### src/rtl/core/tcd_pkg.sv
// Shared types and constants of the two-way cache tag directory.
// Used by the controller, the datapath and the top level; depends on nothing.
package tcd_pkg;

  localparam int DEF_SET_COUNT    = 16;
  localparam int DEF_OFFSET_BITS  = 3;
  localparam int DEF_ADDRESS_BITS = 24;

  localparam int COUNT_BITS = 32;

  // Result word: hit, way, hit_total, miss_total from bit 0 up, zero padded to bytes.
  localparam int OUT_USED_BITS = 2 + 2 * COUNT_BITS;
  localparam int OUT_DATA_BITS = ((OUT_USED_BITS + 7) / 8) * 8;
  localparam int OUT_PAD_BITS  = OUT_DATA_BITS - OUT_USED_BITS;

  // Commands from the controller to the datapath.
  typedef struct packed {
    logic clear;   // write one cleared set during the clearing pass
    logic lookup;  // read both ways and the LRU bit of the requested set
    logic update;  // refill or touch the set, count, and load the result
  } tcd_cmd_t;

  // Status from the datapath to the controller.
  typedef struct packed {
    logic clear_last;  // the clearing pass is at its final set
    logic out_free;    // the result register can take a new result
  } tcd_stat_t;

endpackage

### src/rtl/core/tcd_ctrl.sv
// Controller of the two-way cache tag directory: clearing pass, request
// acceptance and update sequencing. Depends on tcd_pkg.
module tcd_ctrl (
  input  logic             clk,
  input  logic             rst,
  input  logic             s_tvalid,
  output logic             s_tready,
  input  tcd_pkg::tcd_stat_t stat,
  output tcd_pkg::tcd_cmd_t  cmd
);

  localparam logic [1:0] ST_CLEAR  = 2'd0;
  localparam logic [1:0] ST_IDLE   = 2'd1;
  localparam logic [1:0] ST_LOOKUP = 2'd2;

  logic [1:0] state;
  logic [1:0] state_next;

  always_ff @(posedge clk) begin
    if (rst) begin
      state <= ST_CLEAR;
    end else begin
      state <= state_next;
    end
  end

  always_comb begin
    state_next = state;
    cmd        = '0;
    s_tready   = 1'b0;
    unique case (state)
      ST_CLEAR: begin
        cmd.clear = 1'b1;
        if (stat.clear_last) begin
          state_next = ST_IDLE;
        end
      end
      ST_IDLE: begin
        s_tready = 1'b1;
        if (s_tvalid) begin
          cmd.lookup = 1'b1;
          state_next = ST_LOOKUP;
        end
      end
      ST_LOOKUP: begin
        // The set data is registered now; wait only for room in the result register.
        if (stat.out_free) begin
          cmd.update = 1'b1;
          state_next = ST_IDLE;
        end
      end
      default: begin
        state_next = ST_CLEAR;
      end
    endcase
  end

endmodule

### src/rtl/core/tcd_datapath.sv
// Datapath of the two-way cache tag directory: tag/valid and LRU memories,
// tag compare, way choice, hit and miss counters and the result register.
// Depends on tcd_pkg.
module tcd_datapath #(
  parameter int SET_COUNT    = tcd_pkg::DEF_SET_COUNT,
  parameter int OFFSET_BITS  = tcd_pkg::DEF_OFFSET_BITS,
  parameter int ADDRESS_BITS = tcd_pkg::DEF_ADDRESS_BITS
) (
  input  logic                          clk,
  input  logic                          rst,
  input  logic [ADDRESS_BITS-1:0]       address,
  input  tcd_pkg::tcd_cmd_t             cmd,
  output tcd_pkg::tcd_stat_t            stat,
  output logic                          m_tvalid,
  input  logic                          m_tready,
  output logic [tcd_pkg::OUT_DATA_BITS-1:0] m_tdata
);

  localparam int INDEX_BITS = $clog2(SET_COUNT);
  localparam int TAG_BITS   = ADDRESS_BITS - OFFSET_BITS - INDEX_BITS;
  localparam int WORD_BITS  = TAG_BITS + 1;

  // Each way word holds the tag above a valid bit.
  logic [WORD_BITS-1:0] way0_mem [SET_COUNT];
  logic [WORD_BITS-1:0] way1_mem [SET_COUNT];
  logic                 lru_mem  [SET_COUNT];

  logic [INDEX_BITS-1:0] clr_idx;
  logic [INDEX_BITS-1:0] set_in;
  logic [TAG_BITS-1:0]   tag_in;

  logic [INDEX_BITS-1:0] set_q;
  logic [TAG_BITS-1:0]   tag_q;
  logic [WORD_BITS-1:0]  rd0;
  logic [WORD_BITS-1:0]  rd1;
  logic                  rd_lru;

  logic hit0;
  logic hit1;
  logic hit;
  logic way;

  logic [INDEX_BITS-1:0] wr_idx;
  logic [WORD_BITS-1:0]  wr_word;
  logic                  we0;
  logic                  we1;
  logic                  we_lru;
  logic                  wr_lru;

  logic [tcd_pkg::COUNT_BITS-1:0] hit_cnt;
  logic [tcd_pkg::COUNT_BITS-1:0] miss_cnt;
  logic                           hit_q;
  logic                           way_q;

  assign set_in = address[OFFSET_BITS +: INDEX_BITS];
  assign tag_in = address[ADDRESS_BITS-1 -: TAG_BITS];

  assign hit0 = rd0[0] && (rd0[WORD_BITS-1:1] == tag_q);
  assign hit1 = rd1[0] && (rd1[WORD_BITS-1:1] == tag_q);
  assign hit  = hit0 || hit1;

  always_comb begin
    if (hit0) begin
      way = 1'b0;
    end else if (hit1) begin
      way = 1'b1;
    end else if (!rd0[0]) begin
      way = 1'b0;
    end else if (!rd1[0]) begin
      way = 1'b1;
    end else begin
      way = rd_lru;
    end
  end

  // One write port per memory, shared by the clearing pass and the update.
  always_comb begin
    if (cmd.clear) begin
      wr_idx  = clr_idx;
      wr_word = '0;
      wr_lru  = 1'b0;
      we0     = 1'b1;
      we1     = 1'b1;
      we_lru  = 1'b1;
    end else begin
      wr_idx  = set_q;
      wr_word = {tag_q, 1'b1};
      wr_lru  = ~way;
      we0     = cmd.update && !hit && !way;
      we1     = cmd.update && !hit && way;
      we_lru  = cmd.update;
    end
  end

  always_ff @(posedge clk) begin
    if (we0) begin
      way0_mem[wr_idx] <= wr_word;
    end
    if (we1) begin
      way1_mem[wr_idx] <= wr_word;
    end
    if (we_lru) begin
      lru_mem[wr_idx] <= wr_lru;
    end
    if (cmd.lookup) begin
      rd0    <= way0_mem[set_in];
      rd1    <= way1_mem[set_in];
      rd_lru <= lru_mem[set_in];
      set_q  <= set_in;
      tag_q  <= tag_in;
    end
  end

  always_ff @(posedge clk) begin
    if (rst) begin
      clr_idx <= '0;
    end else if (cmd.clear) begin
      clr_idx <= clr_idx + 1'b1;
    end
  end

  assign stat.clear_last = (clr_idx == INDEX_BITS'(SET_COUNT - 1));
  assign stat.out_free   = !m_tvalid || m_tready;

  // The counters only move on an update, which waits for a free result
  // register, so they can feed the result word directly.
  always_ff @(posedge clk) begin
    if (rst) begin
      hit_cnt  <= '0;
      miss_cnt <= '0;
      m_tvalid <= 1'b0;
    end else begin
      if (cmd.update) begin
        if (hit) begin
          hit_cnt <= hit_cnt + 1'b1;
        end else begin
          miss_cnt <= miss_cnt + 1'b1;
        end
        m_tvalid <= 1'b1;
      end else if (m_tready) begin
        m_tvalid <= 1'b0;
      end
    end
  end

  always_ff @(posedge clk) begin
    if (cmd.update) begin
      hit_q <= hit;
      way_q <= way;
    end
  end

  assign m_tdata = {{tcd_pkg::OUT_PAD_BITS{1'b0}}, miss_cnt, hit_cnt, way_q, hit_q};

endmodule

### src/rtl/core/two_way_cache_tag_directory.sv
// Top level of the two-way set-associative cache tag directory with LRU
// replacement. Depends on tcd_pkg, tcd_ctrl and tcd_datapath.
//
// Usage:
//   The slave channel (s_tvalid, s_tready, s_tdata) takes one access address
//   per request. The master channel (m_tvalid, m_tready, m_tdata) returns one
//   result per request: hit flag, way, and the running hit and miss totals.
//   After a request is accepted, its set's memories are read into the lookup
//   registers; the update then loads the result into the output register.
//   Each request reads the set's tag, valid and LRU memories, then an update
//   writes them back, and the next request is taken only after that write.
//   Reset: the controller runs a clearing pass over SET_COUNT sets that zeroes
//   every valid bit and LRU bit; s_tready stays low until it completes. The
//   hit and miss counters and the result register clear at once.
//   Stall: a result waits in the output register while m_tready is low. A new
//   request is still accepted and looked up, then waits in the lookup state
//   until the waiting result is taken.
module two_way_cache_tag_directory #(
  parameter int SET_COUNT    = tcd_pkg::DEF_SET_COUNT,
  parameter int OFFSET_BITS  = tcd_pkg::DEF_OFFSET_BITS,
  parameter int ADDRESS_BITS = tcd_pkg::DEF_ADDRESS_BITS
) (
  input  logic                                clk,
  input  logic                                rst,
  input  logic                                s_tvalid,
  output logic                                s_tready,
  // access_address from bit 0 up, zero padded to whole bytes
  input  logic [((ADDRESS_BITS+7)/8)*8-1:0]   s_tdata,
  output logic                                m_tvalid,
  input  logic                                m_tready,
  // hit [0], way [1], hit_total [33:2], miss_total [65:34], zero padding above
  output logic [tcd_pkg::OUT_DATA_BITS-1:0]   m_tdata
);

  tcd_pkg::tcd_cmd_t  cmd;
  tcd_pkg::tcd_stat_t stat;

  tcd_ctrl u_ctrl (
    .clk      (clk),
    .rst      (rst),
    .s_tvalid (s_tvalid),
    .s_tready (s_tready),
    .stat     (stat),
    .cmd      (cmd)
  );

  tcd_datapath #(
    .SET_COUNT    (SET_COUNT),
    .OFFSET_BITS  (OFFSET_BITS),
    .ADDRESS_BITS (ADDRESS_BITS)
  ) u_datapath (
    .clk      (clk),
    .rst      (rst),
    .address  (s_tdata[ADDRESS_BITS-1:0]),
    .cmd      (cmd),
    .stat     (stat),
    .m_tvalid (m_tvalid),
    .m_tready (m_tready),
    .m_tdata  (m_tdata)
  );

endmodule

### config.mk
export PLATFORM = sky130hd
export DESIGN_NAME = two_way_cache_tag_directory
export DESIGN_NICKNAME = d
export VERILOG_FILES = /design/src/rtl/core/tcd_pkg.sv /design/src/rtl/core/tcd_ctrl.sv /design/src/rtl/core/tcd_datapath.sv /design/src/rtl/core/two_way_cache_tag_directory.sv
export SDC_FILE = /design/constraint.sdc
export NUM_CORES = 1
export LEC_CHECK = 0
export BUFFER_PORTS_ARGS = -buffer_cell sky130_fd_sc_hd__buf_2
export CORE_ASPECT_RATIO = 1.4
export CORE_UTILIZATION = 65
export CTS_BUF_LIST = sky130_fd_sc_hd__clkbuf_16
export DETAILED_ROUTE_END_ITERATION = 8
export PLACE_DENSITY = 0.83
export SYNTH_ARGS = -nofsm -noshare
export SYNTH_HDL_FRONTEND = slang
export SYNTH_SLANG_ARGS = --single-unit
### constraint.sdc
create_clock -name clk -period 8 [get_ports clk]
set_input_delay 1.2 -clock clk [delete_from_list [all_inputs] [get_ports clk]]
set_output_delay 1.2 -clock clk [all_outputs]
set_load 0.01 [all_outputs]
==> impl_metrics.tcl <==
set metrics [dict create \
    status "complete, no violations" \
    max_freq_mhz 238 \
    power_mw 7.53 \
    vdd_drop_max_v 0.000178 \
    cts-buffers-inserted 59 \
    grt_max_degree 122 \
    synth-seq-cells 723 \
    r2r_start "u_datapath.tag_q[8]" \
    ys_top_cells_by_area "edfxtp_1, mux4_2, dfxtp_1" \
    dr.pass1.iters 6 \
    die-area_mm2 0.0454 \
    worstSetupPathType "reg2reg" \
    io_pins 102 \
    p_sw_mw 1.50 \
    final_area_mm2 0.0322 \
    min_delay_path_depth 2 \
    drive_above_1_share_pct 28.8 \
    drtIter0Drc 1924 \
    synth-async-reset-ratio_pct 0 \
    cts-root-buf "clkbuf_16" \
    worst-r2r-setup-slack_ns 3.80 \
    post-route-period-util_pct 52.5 \
    worst_hold_path.endpoint "u_datapath.miss_cnt[31]" \
    path_max_fanout 66 \
    r2r-end "u_datapath.way0_mem[3][8]" \
    p_int_mw 6.03 \
    synth_edf_count 652 \
    vias 15900 \
    cts.sinks 723 \
    setup_viol 0 \
    grt_pass1_wl_um 104000 \
    fin_hold_ws_ns 0.491 \
    drv_slew 0 \
    nets 1681 \
    synth_warnings 0 \
    die_y_um 252 \
    powerDensity_mw_per_mm2 234 \
    grt_usage_pct 32.4 \
    worstPathRequired_ns 8.32 \
    setup_tns_ns 0 \
    avgSynthCellArea_um2 18.8 \
    area_delta_synth_final_pct 11.1 \
    startpoint_type "flop" \
    hpwlAfterDp_um 36400 \
    tightestPinTransition_ns 1.36 \
    core_area_mm2 0.0439 \
    ys_types 49 \
    die_w_um 180 \
    drv_cap 0 \
    fp-row-count 91 \
    start_util_pct 65.8 \
    critPathArrivalTime_ns 4.52 \
    rsz0062_at_grt "false" \
    p_leak_nw 10.8 \
    cts.path.max_buffers 3 \
    wl_per_cell_um 31.6 \
    finalCriticalPeriod_ns 4.20 \
    globalplace.congestion 0.851 \
    pwr-share-comb_pct 4.2 \
    hold_start "u_datapath.miss_cnt[31]" \
    antenna_left 0 \
    sw_frac_of_total_pct 20.0 \
    relSlewSlack_pct 9.51 \
    cp-end-kind "flop" \
    first_global_vias 16100 \
    syn_inst 1542 \
    dpl_cell_area_mm2 0.0301 \
    power.share.sequential_pct 55.3 \
    ys.flop_type "edfxtp_1" \
    routed_wl_um 71200 \
    grt-ovfl-total 0 \
    cts_resized 0 \
    drc_errors 0 \
    antenna_found_initial 1 \
    n_antenna_cell 0 \
    viasPerCell 7.05 \
    hold_buffers 0 \
    htreeDepth 2 \
    hold_path.class "reg2reg" \
    path_clk_slew_ns 0.07 \
    hold_viol 0 \
    yosysSeqAreaShare_pct 72.6 \
    clkLatencyLatePin_ns 0.62 \
    reg2reg_depth 8 \
    synth_area_mm2 0.0289 \
    postCtsSetupBuffers 0 \
    portBuffers 92 \
    yosysTopAreaCell "edfxtp_1" \
    synth_top_area_share_pct 67.7 \
    clkPwrFrac_pct 40.5 \
    cts_tree "done" \
    finClkSkew_ns 0.0294 \
]
[per-layer routing]
layer	up-vias	track usage [%]	share of wire, %
met5	-	0	0.015
met4	2	18.3	6.4
met3	306	6.13	9.4
met2	1139	56.0	52
met1	8059	38.5	33
li1	6392	-	-
[synthesized netlist by cell type (all sizes together), types with 2 or more instances]
library cell    n
nor4           14
a31o            4
and3           11
mux2           41
nand4          41
edfxtp        652
mux4          185
or3b            2
nor3           21
nor2          112
xor2           10
buf            48
or4            12
or3            10
o21ai          15
nand3          29
nor2b          46
ha              3
nand2          46
a21oi          21
nand2b         12
and4            5
xnor2          28
o31ai           9
clkbuf         43
and2           26
inv             7
dfxtp          71
nand3b          4
nor4b           2
[worst max-delay path, stage by stage, from the launching register on]
cell and delay [ns]:
edfxtp_1 0.49, xnor2_1 0.51, nand4_1 0.26, nor3_1 0.63, o2bb2ai_4 0.16, buf_4 0.54
o31a_1 0.83, nor2_2 0.10, buf_4 0.30
[kinds of logic after synthesis]
kind of cell	share of synthesized area, %
buffers and inverters	1.57
DFF	72.6
xor gates and xnor gates	1.15
adders and majority gates	0.130
other	0.0130
AOI/OAI and AO/OA	1.28
muxes	16.0
and+or+nand+nor	7.24
[cells in the final DEF, fill, tap and decap left out, types with 25 or more instances in the layout]
| cell | netlist | layout |
|---|---|---|
| clkbuf_16 | 0 | 60 |
| nand2_1 | 46 | 46 |
| mux4_2 | 185 | 185 |
| dfxtp_1 | 71 | 71 |
| mux2_2 | 40 | 40 |
| edfxtp_1 | 652 | 652 |
| nor2b_1 | 46 | 46 |
| nor2_1 | 112 | 80 |
| nor2_2 | 0 | 32 |
| and2_1 | 26 | 25 |
| buf_4 | 10 | 41 |
| xnor2_1 | 28 | 28 |
| nand4_1 | 40 | 40 |
| buf_2 | 22 | 89 |
| nand3_1 | 29 | 29 |
[state kept, by name, summed over array words and instances (netlist names)]
name and cells:
u_datapath.rd1 18, u_ctrl.state 2, u_datapath.hit_cnt 32, u_datapath.hit_q 1
u_datapath.way0_mem 288, u_datapath.set_q 4, u_datapath.way_q 1, u_datapath.m_tvalid 1
u_datapath.lru_mem 16, u_datapath.way1_mem 288, u_datapath.rd_lru 1, u_datapath.tag_q 17
u_datapath.rd0 18, u_datapath.clr_idx 4, u_datapath.miss_cnt 32
[worst max path at each step]
| stage | slack [ns] | startpoint | endpoint |
|---|---|---|---|
| after floorplan | 4.70 | s_tdata[3] | u_datapath.rd0[0] |
| after global placement | 3.99 | s_tdata[4] | u_datapath.rd0[10] |
| after detailed placement | 4.00 | s_tdata[4] | u_datapath.rd0[13] |
| after CTS | 3.92 | u_datapath.tag_q[8] | u_datapath.way0_mem[3][1] |
| after global routing | 3.68 | u_datapath.tag_q[8] | u_datapath.way0_mem[10][1] |
| final | 3.80 | u_datapath.tag_q[8] | u_datapath.way0_mem[3][8] |
[power groups by stage]
stage | sequential [mW] | combinational (mW) | clock, mW
final | 4.17 | 0.314 | 3.05
after global routing | 4.17 | 0.328 | 3.19
after CTS | 4.17 | 0.313 | 3.07
after detailed placement | 4.25 | 0.303 | 0
after global placement | 4.24 | 0.295 | 0
after floorplan | 4.24 | 0.216 | 0
[stage by stage]
stage / instances / setup slack [ns] / utilization, %
floorplan: 1547 / 4.70 / -
global placement: 2147 / 3.99 / 68.5
detailed placement: 2147 / 4.00 / 68.5
CTS: 2254 / 3.92 / 73.2
global route: 2254 / 3.68 / 73.2
finish: 2254 / 3.80 / 73.2
[area by class of cell]
type                       instances  area, um2
sequential                       723      21000
fill                            2367      11800
multi-input combinational        726       7600
clock buffer                      60       1500
timing repair buffer             133        800
tap                              558        698
clock inverter                    47        534
inverter                           7       26.3
Note: power is estimated with default switching activity, not from simulation.
